<file path="config.mk">
export PLATFORM = sky130hd
export DESIGN_NAME = heap_sort_engine
export DESIGN_NICKNAME = d
export VERILOG_FILES = /design/src/hdl/hse_pkg.sv /design/src/hdl/hse_pick.sv /design/src/hdl/heap_sort_engine.sv
export SDC_FILE = /design/constraint.sdc
export NUM_CORES = 2
export LEC_CHECK = 0
export CAP_MARGIN = 25
export CELL_PAD_IN_SITES_DETAIL_PLACEMENT = 0
export CELL_PAD_IN_SITES_GLOBAL_PLACEMENT = 2
export CORE_ASPECT_RATIO = 1.25
export CORE_UTILIZATION = 44
export CTS_BUF_LIST = sky130_fd_sc_hd__clkbuf_16
export DETAILED_ROUTE_END_ITERATION = 10
export DONT_BUFFER_PORTS = 1
export PLACE_DENSITY_LB_ADDON = 0.08
export SETUP_SLACK_MARGIN = 0.4
export SLEW_MARGIN = 20
export SYNTH_ARGS = -nofsm -noshare
export SYNTH_HDL_FRONTEND = slang
export SYNTH_SLANG_ARGS = --single-unit
export TNS_END_PERCENT = 30
</file>
<file path="constraint.sdc">
create_clock -name clk -period 6 [get_ports clk]
set_clock_uncertainty 0.15 [all_clocks]
set_input_delay 0.9 -clock clk [delete_from_list [all_inputs] [get_ports clk]]
set_output_delay 0.9 -clock clk [all_outputs]
set_load 0.03 [all_outputs]
</file>
<file path="src/hdl/hse_pkg.sv">
`default_nettype none

package hse_pkg;

  // Configuration register indexes.
  localparam logic [1:0] REG_HEAP_KIND  = 2'd0;
  localparam logic [1:0] REG_SORT_ORDER = 2'd1;
  localparam logic [1:0] REG_BUILD_ONLY = 2'd2;

  localparam int unsigned DATA_W = 32;
  localparam int unsigned POS_W  = 5;

  // Outcome of one sift-down comparison step.
  typedef struct packed {
    logic move;   // a child outranks the sifted value and moves up
    logic right;  // the right child is the one that moves
  } hse_pick_t;

  // True when a outranks b: greater for a max-heap, smaller for a min-heap.
  function automatic logic ranks_above(input logic signed [DATA_W-1:0] a,
                                       input logic signed [DATA_W-1:0] b,
                                       input logic                     min_kind);
    ranks_above = min_kind ? (a < b) : (a > b);
  endfunction

endpackage

`default_nettype wire

</file>
<file path="src/hdl/hse_pick.sv">
`default_nettype none

module hse_pick (
  input  wire logic [hse_pkg::DATA_W-1:0] carried,
  input  wire logic [hse_pkg::DATA_W-1:0] left_val,
  input  wire logic [hse_pkg::DATA_W-1:0] right_val,
  input  wire logic                       right_ok,
  input  wire logic                       min_kind,
  output hse_pkg::hse_pick_t              pick,
  output logic [hse_pkg::DATA_W-1:0]      child_val
);
  import hse_pkg::*;

  logic              left_above;
  logic              right_above;
  logic [DATA_W-1:0] best_val;

  // The left child is weighed against the sifted value first; the right
  // child must then beat whichever of the two won, so ties keep the left.
  always_comb begin
    left_above  = ranks_above($signed(left_val), $signed(carried), min_kind);
    best_val    = left_above ? left_val : carried;
    right_above = right_ok && ranks_above($signed(right_val), $signed(best_val), min_kind);
    pick.move   = left_above || right_above;
    pick.right  = right_above;
    child_val   = right_above ? right_val : left_val;
  end

endmodule

`default_nettype wire

</file>
<file path="src/hdl/heap_sort_engine.sv">
// heap_sort_engine: heapsort of a set of signed 32-bit elements held in one
// on-chip memory of CAPACITY entries.
//
// Input channel (in_valid/in_ready, element, set_end): each transaction
// stores one element. The transaction with set_end high closes the set and
// starts the work. Elements beyond CAPACITY are discarded and every result
// of that set then shows dropped high.
// Configuration channel (cfg_valid/cfg_ready, cfg_index, cfg_data) writes
// heap_kind, sort_order and build_only; it is always ready and is meant to
// be used while no set is in flight. Other indexes are ignored.
// Output channel (out_valid/out_ready): one transaction per stored element,
// with its position, final_flag on the last one and the sticky dropped flag.
//
// Loading accepts one element per cycle. Since the single memory reads
// synchronously, each sift-down level reads the children, then compares
// and writes back; each sift also has its setup and close states. Each
// result is read from the memory, then registered, so results never leave
// back to back. While the receiver stalls, the output register holds its
// transaction and the sequencer waits; after the last result is registered
// the block takes the next set at once. Reset empties the set and clears
// the configuration registers.
`default_nettype none

module heap_sort_engine #(
  parameter int unsigned CAPACITY = 32
) (
  input  wire logic                              clk,
  input  wire logic                              rst,
  input  wire logic                              in_valid,
  output logic                                   in_ready,
  input  wire logic signed [hse_pkg::DATA_W-1:0] element,
  input  wire logic                              set_end,
  input  wire logic                              cfg_valid,
  output logic                                   cfg_ready,
  input  wire logic [1:0]                        cfg_index,
  input  wire logic                              cfg_data,
  output logic                                   out_valid,
  input  wire logic                              out_ready,
  output logic signed [hse_pkg::DATA_W-1:0]      value,
  output logic [hse_pkg::POS_W-1:0]              position,
  output logic                                   final_flag,
  output logic                                   dropped
);
  import hse_pkg::*;

  localparam int unsigned AW = $clog2(CAPACITY);
  localparam int unsigned CW = $clog2(CAPACITY + 1);
  localparam int unsigned LW = AW + 2;

  typedef enum logic [3:0] {
    S_LOAD,
    S_BUILD_RD,
    S_BUILD_LD,
    S_SWAP_RD,
    S_SWAP_WR,
    S_SIFT_RD,
    S_SIFT_CMP,
    S_SIFT_END,
    S_EMIT_RD,
    S_EMIT_LD
  } state_t;

  state_t state;

  // Element memory: one write port, two synchronous read ports.
  logic [DATA_W-1:0] mem [CAPACITY];
  logic              wr_en;
  logic [AW-1:0]     wr_addr;
  logic [DATA_W-1:0] wr_data;
  logic [AW-1:0]     rd_addr_a;
  logic [AW-1:0]     rd_addr_b;
  logic [DATA_W-1:0] rdata_a;
  logic [DATA_W-1:0] rdata_b;

  logic              heap_kind;
  logic              sort_order;
  logic              build_only;

  logic [CW-1:0]     fill;
  logic              overflow;
  logic [CW-1:0]     idx;       // build root, or sort boundary
  logic              sorting;   // extraction phase once the heap is built
  logic [AW-1:0]     root;      // current hole of the sift-down
  logic [CW-1:0]     len;       // heap size of the current sift-down
  logic [DATA_W-1:0] carried;   // value being sifted down
  logic              right_ok;
  logic [CW-1:0]     emit_cnt;

  logic              in_fire;
  logic              has_room;
  logic [CW-1:0]     fill_next;
  logic [LW-1:0]     left_w;
  logic [LW-1:0]     right_w;
  logic              no_child;
  logic              reverse;
  logic [CW-1:0]     emit_addr;
  logic              emit_last;
  hse_pick_t         pick;
  logic [DATA_W-1:0] child_val;

  assign in_ready  = (state == S_LOAD);
  assign cfg_ready = 1'b1;
  assign in_fire   = in_valid && in_ready;
  assign has_room  = (fill < CW'(CAPACITY));
  assign fill_next = has_room ? fill + CW'(1) : fill;

  // Children of the hole, kept wide enough to compare against the length.
  assign left_w   = {1'b0, root, 1'b1};
  assign right_w  = left_w + LW'(1);
  assign no_child = (left_w >= LW'(len));

  // A heapsort gives ascending order for a max-heap and descending order for
  // a min-heap; the other order is produced by reading the memory backwards.
  assign reverse   = !build_only && (heap_kind != sort_order);
  assign emit_addr = reverse ? (fill - CW'(1) - emit_cnt) : emit_cnt;
  assign emit_last = (emit_cnt + CW'(1) == fill);

  hse_pick u_pick (
    .carried   (carried),
    .left_val  (rdata_a),
    .right_val (rdata_b),
    .right_ok  (right_ok),
    .min_kind  (heap_kind),
    .pick      (pick),
    .child_val (child_val)
  );

  // Memory port control. A write never hits an entry whose read in the same
  // cycle is used, and a written entry's new value is needed no earlier than
  // the following cycle, so the store needs no bypass.
  always_comb begin
    wr_en     = 1'b0;
    wr_addr   = root;
    wr_data   = carried;
    rd_addr_a = left_w[AW-1:0];
    rd_addr_b = right_w[AW-1:0];
    case (state)
      S_LOAD: begin
        wr_en   = in_fire && has_room;
        wr_addr = fill[AW-1:0];
        wr_data = element;
      end
      S_BUILD_RD: begin
        rd_addr_a = idx[AW-1:0];
      end
      S_SWAP_RD: begin
        rd_addr_a = '0;
        rd_addr_b = idx[AW-1:0];
      end
      S_SWAP_WR: begin
        wr_en   = 1'b1;
        wr_addr = idx[AW-1:0];
        wr_data = rdata_a;
      end
      S_SIFT_RD: begin
        wr_en = no_child;
      end
      S_SIFT_CMP: begin
        wr_en   = 1'b1;
        wr_data = pick.move ? child_val : carried;
      end
      S_EMIT_RD: begin
        rd_addr_a = emit_addr[AW-1:0];
      end
      default: begin
      end
    endcase
  end

  always_ff @(posedge clk) begin
    if (wr_en) begin
      mem[wr_addr] <= wr_data;
    end
    rdata_a <= mem[rd_addr_a];
    rdata_b <= mem[rd_addr_b];
  end

  always_ff @(posedge clk) begin
    if (rst) begin
      heap_kind  <= 1'b0;
      sort_order <= 1'b0;
      build_only <= 1'b0;
    end else if (cfg_valid && cfg_ready) begin
      case (cfg_index)
        REG_HEAP_KIND:  heap_kind  <= cfg_data;
        REG_SORT_ORDER: sort_order <= cfg_data;
        REG_BUILD_ONLY: build_only <= cfg_data;
        default: begin
        end
      endcase
    end
  end

  // Sequencer: load, bottom-up build, extraction unless build_only, then emission.
  always_ff @(posedge clk) begin
    if (rst) begin
      state     <= S_LOAD;
      fill      <= '0;
      overflow  <= 1'b0;
      out_valid <= 1'b0;
      sorting   <= 1'b0;
    end else begin
      if (out_valid && out_ready) begin
        out_valid <= 1'b0;
      end
      case (state)
        S_LOAD: begin
          if (in_fire) begin
            fill <= fill_next;
            if (!has_room) begin
              overflow <= 1'b1;
            end
            if (set_end) begin
              sorting  <= 1'b0;
              emit_cnt <= '0;
              if ((fill_next >> 1) == '0) begin
                state <= S_EMIT_RD;
              end else begin
                idx   <= (fill_next >> 1) - CW'(1);
                state <= S_BUILD_RD;
              end
            end
          end
        end
        S_BUILD_RD: begin
          state <= S_BUILD_LD;
        end
        S_BUILD_LD: begin
          carried <= rdata_a;
          root    <= idx[AW-1:0];
          len     <= fill;
          state   <= S_SIFT_RD;
        end
        S_SWAP_RD: begin
          state <= S_SWAP_WR;
        end
        S_SWAP_WR: begin
          // The old root went to the boundary; the boundary value is sifted
          // down from the top of the shrunken heap.
          carried <= rdata_b;
          root    <= '0;
          len     <= idx;
          state   <= S_SIFT_RD;
        end
        S_SIFT_RD: begin
          right_ok <= (right_w < LW'(len));
          state    <= no_child ? S_SIFT_END : S_SIFT_CMP;
        end
        S_SIFT_CMP: begin
          if (pick.move) begin
            root  <= pick.right ? right_w[AW-1:0] : left_w[AW-1:0];
            state <= S_SIFT_RD;
          end else begin
            state <= S_SIFT_END;
          end
        end
        S_SIFT_END: begin
          if (!sorting) begin
            if (idx != '0) begin
              idx   <= idx - CW'(1);
              state <= S_BUILD_RD;
            end else if (build_only) begin
              state <= S_EMIT_RD;
            end else begin
              sorting <= 1'b1;
              idx     <= fill - CW'(1);
              state   <= S_SWAP_RD;
            end
          end else if (idx == CW'(1)) begin
            state <= S_EMIT_RD;
          end else begin
            idx   <= idx - CW'(1);
            state <= S_SWAP_RD;
          end
        end
        S_EMIT_RD: begin
          // Read only when the output register is free by the next cycle.
          if (!out_valid || out_ready) begin
            state <= S_EMIT_LD;
          end
        end
        S_EMIT_LD: begin
          out_valid  <= 1'b1;
          value      <= $signed(rdata_a);
          position   <= POS_W'(emit_cnt);
          final_flag <= emit_last;
          dropped    <= overflow;
          if (emit_last) begin
            fill     <= '0;
            overflow <= 1'b0;
            state    <= S_LOAD;
          end else begin
            emit_cnt <= emit_cnt + CW'(1);
            state    <= S_EMIT_RD;
          end
        end
        default: begin
          state <= S_LOAD;
        end
      endcase
    end
  end

endmodule

`default_nettype wire

</file>
==> metrics.md <==
| Metric | Value |
|---|---|
| Filler cells | `about 11,000` |
| Vias | `37,200` |
| P_leak | `around 24 nW` |
| CP Launch Type | `flop` |
| Vias per std cell | `6.61` |
| Fin crit share | `0.964` |
| Initial drt markers | `4,236` |
| Non-filler cells, final | `5,622` |
| Reg area | `about 35,000 µm²` |
| Global-route wire length before repair | `284,000 µm` |
| Hold Slack | `around 0.063 ns` |
| Die X | `328 µm` |
| Rel. slew slack | `0.262` |
| Core region area | `between 100,000 and 150,000 µm²` |
| Area growth from synthesis to layout | `17.0%` |
| CP Class | `reg -> reg` |
| Die Area | `134,000 µm²` |
| Switch Pwr | `12.9 mW` |
| IO Pins | `83` |
| Reg2reg setup slack | `about 0.22 ns` |
| Crit path arrival time | `6.13 ns` |
| Vias in the first global route | `37,800` |
| Final core occ | `0.521` |
| Post-Syn Area | `slightly below 60,000 µm²` |
| Syn nets | `3,748` |
| Layout cells sized above 1 | `0.313` |
| Gate Count Post-Synth | `about 3,600` |
| Initial core utilization | `0.446` |
| Syn_area_per_cell | `16.1 µm²` |
| HP Start | `rst` |
| Num CTS Buffers | `121` |
| Asr flop ratio synth | `0` |
| Comb power frac | `0.436` |
| CTS Hold Bufs | `0` |
| Sequential fraction of the synthesis area | `0.604` |
| H-Tree Depth | `3` |
| DRT Wirelength | `205,000 µm` |
| Worst Tran Pin Value | `1.10 ns` |
| Row Count | `148` |
| Internal | `approximately 22 mW` |
| Final Hold Fails | `0` |
| Reg power frac | `0.347` |
| Dpl hpwl | `118,000 µm` |
| IO buf count | `0` |
| Clk Latency, worst-skew pair | `0.77 ns` |
| Largest net degree at the start of global routing | `90` |
| Antenna violations before repair | `13` |
| Number of remaining DRC errors | `0` |
| CP max FO | `16` |
| Seq cells post-synth | `1,199` |
| Grt ovf | `0` |
| Dominant synthesized flop cell | `edfxtp_1` |
| Final Max Tran Viols | `0` |
| VDD IR max | `349 µV` |
| DIE HEIGHT | `just over 400 µm` |
| Fin Setup TNS | `0 ns` |
| Max cap viols | `0` |
| CTS sink cnt | `approximately 1,200` |
| Distinct cells, synth | `70` |
| Worst Setup End Kind | `flop` |
| YS warnings | `0` |
| FMAX | `173 MHz` |
| Final net count | `3,914` |
| TritonCTS clock tree | `done` |
| Post-synth EDFFs | `1,119` |
| WP data required | `approximately 6.4 ns` |
| CTS root buf | `clkbuf_16` |
| RSZ-0062 raised after global routing | `true` |
| Hold Crit Class | `in -> reg` |
| 1st-pass router iterations | `6` |
| Global placer's final weighted congestion | `0.883` |
| CTS clock-pin slew for the worst setup and hold paths | `0.06 ns` |
| Dpl cells | `5,330` |
| DRT antenna net count | `0` |
| Wire per inst | `about 36 µm` |
| Area of the multi-input gates | `22,600 µm²` |
| CP startpoint | `carried[30]` |
| Net Sw Frac | `0.367` |
| Clk pwr share | `0.218` |
| Outcome | `finished clean` |
| Final Setup Violations | `0` |
| Max clock buf depth | `3` |
| Minimum clock period | `5.78 ns` |
| Reg2reg start | `carried[30]` |
| Global-route usage over all layers | `0.302` |
| PwrDens | `517 nW/µm²` |
-- sequential cells by signal, summed over array words and instances (netlist names), 4 cells and up --
| name | count |
|---|---|
| carried | 32 |
| emit_cnt | 6 |
| fill | 6 |
| idx | 6 |
| len | 6 |
| mem | 1024 |
| position | 5 |
| rdata_a | 32 |
| rdata_b | 32 |
| root | 5 |
| state | 4 |
| value | 32 |
-- synth_stat cells (3+ instances only) --
cell type | n | area (µm²)
edfxtp_1 | 1119 | 33600
mux2i_1 | 493 | 4930
mux2_2 | 325 | 3660
mux4_2 | 256 | 5770
o22ai_1 | 130 | 813
buf_2 | 111 | 556
clkbuf_1 | 90 | 338
ha_1 | 85 | 1060
nand2_1 | 84 | 315
nor2_1 | 83 | 312
dfxtp_1 | 80 | 1600
a221oi_1 | 69 | 604
a22oi_1 | 69 | 518
a31oi_1 | 66 | 413
o221ai_1 | 64 | 561
a21oi_1 | 59 | 295
inv_1 | 57 | 214
or3_1 | 41 | 257
nor2b_1 | 36 | 225
a221o_1 | 33 | 330
o21ai_0 | 30 | 150
buf_1 | 26 | 97.6
buf_4 | 24 | 180
nand3_1 | 22 | 110
xor2_1 | 19 | 166
buf_6 | 17 | 191
nand4_1 | 15 | 93.8
xnor2_1 | 15 | 131
a21o_1 | 14 | 105
nor3_1 | 14 | 70.1
and3_1 | 10 | 62.6
nand2b_1 | 6 | 37.5
nor4_1 | 6 | 37.5
and2_1 | 5 | 31.3
nor3b_1 | 4 | 30.0
a2111oi_0 | 3 | 26.3
a211o_1 | 3 | 26.3
o21a_1 | 3 | 22.5
-- worst paths after layout --
| check | depth (start not counted) | to |
|---|---|---|
| setup reg to reg | 26 | mem[24][30] |
| hold reg to reg | 0 | dropped |
| hold / removal | 1 | state[1] |
| setup / recovery | 26 | mem[24][30] |
-- power groups by stage --
stage / sequential [mW] / combinational (mW) / clock (mW)
2_1_floorplan: 12.2 / 7.72 / 0
3_3_place_gp: 12.2 / 13.4 / 0
3_5_place_dp: 12.3 / 13.6 / 0
4_1_cts: 12.2 / 14.4 / 7.78
5_1_grt: 12.3 / 16.1 / 8.06
6_report: 12.2 / 15.4 / 7.67
-- what timing repair did --
| action | 4_1_cts | 5_1_grt |
|---|---|---|
| cloned | 5 | 22 |
| setup endpoints to repair | 1034 | 1034 |
| setup buffers | 24 | 8 |
| endpoints found under the hold margin | 0 | 0 |
| pin swaps | 8 | 22 |
| gates resized for setup | 60 | 83 |
-- cells in the final DEF, fill, tap and decap left out, types with 76 or more instances in the layout --
| cell type | synthesis | layout |
|---|---|---|
| mux4_2 | 256 | 256 |
| mux2i_1 | 493 | 473 |
| inv_1 | 57 | 76 |
| buf_12 | 0 | 95 |
| mux2_2 | 325 | 325 |
| clkbuf_16 | 0 | 138 |
| dfxtp_1 | 80 | 78 |
| edfxtp_1 | 1119 | 1119 |
| o22ai_1 | 130 | 130 |
| buf_4 | 24 | 182 |
-- cell type report --
class                      instances  area share
sequential                      1199       0.517
multi-input combinational       2096       0.332
inverter                          58     0.00319
clock inverter                   106      0.0131
antenna                            3    0.000110
tap                             1725      0.0317
clock buffer                     124      0.0455
timing repair buffer             311      0.0577
-- cell families after synthesis --
logic type,Yosys count,share of synthesized area
AOI/OAI and AO/OA,561,0.0690
adders and majority gates,86,0.0186
and+or+nand+nor,337,0.0286
DFF,1199,0.604
other,1,0.0000644
muxes,1076,0.247
buffers and inverters,326,0.0271
xor gates and xnor gates,35,0.00539
-- critical path, cell delays in order, from the launching register on --
cell and delay, ns:
edfxtp_1 0.37, inv_2 0.06, ha_4 0.27, nand4_1 0.15
or4_4 0.62, a31oi_4 0.19, nor2_4 0.07, mux2i_4 0.19
buf_6 0.15, buf_12 0.17, buf_6 0.13, mux2i_4 0.25
ha_4 0.23, nand2_1 0.07, o21ai_2 0.06, a221o_1 0.34
or3_4 0.40, a21oi_4 0.17, xnor2_2 0.18, mux2i_4 0.31
buf_12 0.15, buf_12 0.15, buf_12 0.13, buf_12 0.13
or3_4 0.15, nand2_8 0.07, buf_12 0.16
-- through the flow --
step / setup WS, ns / total power [mW] / cell area [µm²]
detailed placement: 0.0387 / 25.9 / 62500
floorplan: 0.469 / 19.9 / 58300
finish: 0.216 / 35.2 / 68200
global route: 0.104 / 36.4 / 68100
global placement: 0.0323 / 25.6 / 62500
CTS: 0.328 / 34.4 / 67200
-- per-layer routing --
layer,track usage,up-vias,wire length (µm)
met5,0,-,36
met2,0.466,1830,93800
li1,-,15300,-
met3,0.0515,365,17700
met1,0.428,19700,85600
met4,0.109,6,7350
Power figures use the tool's default switching activity.
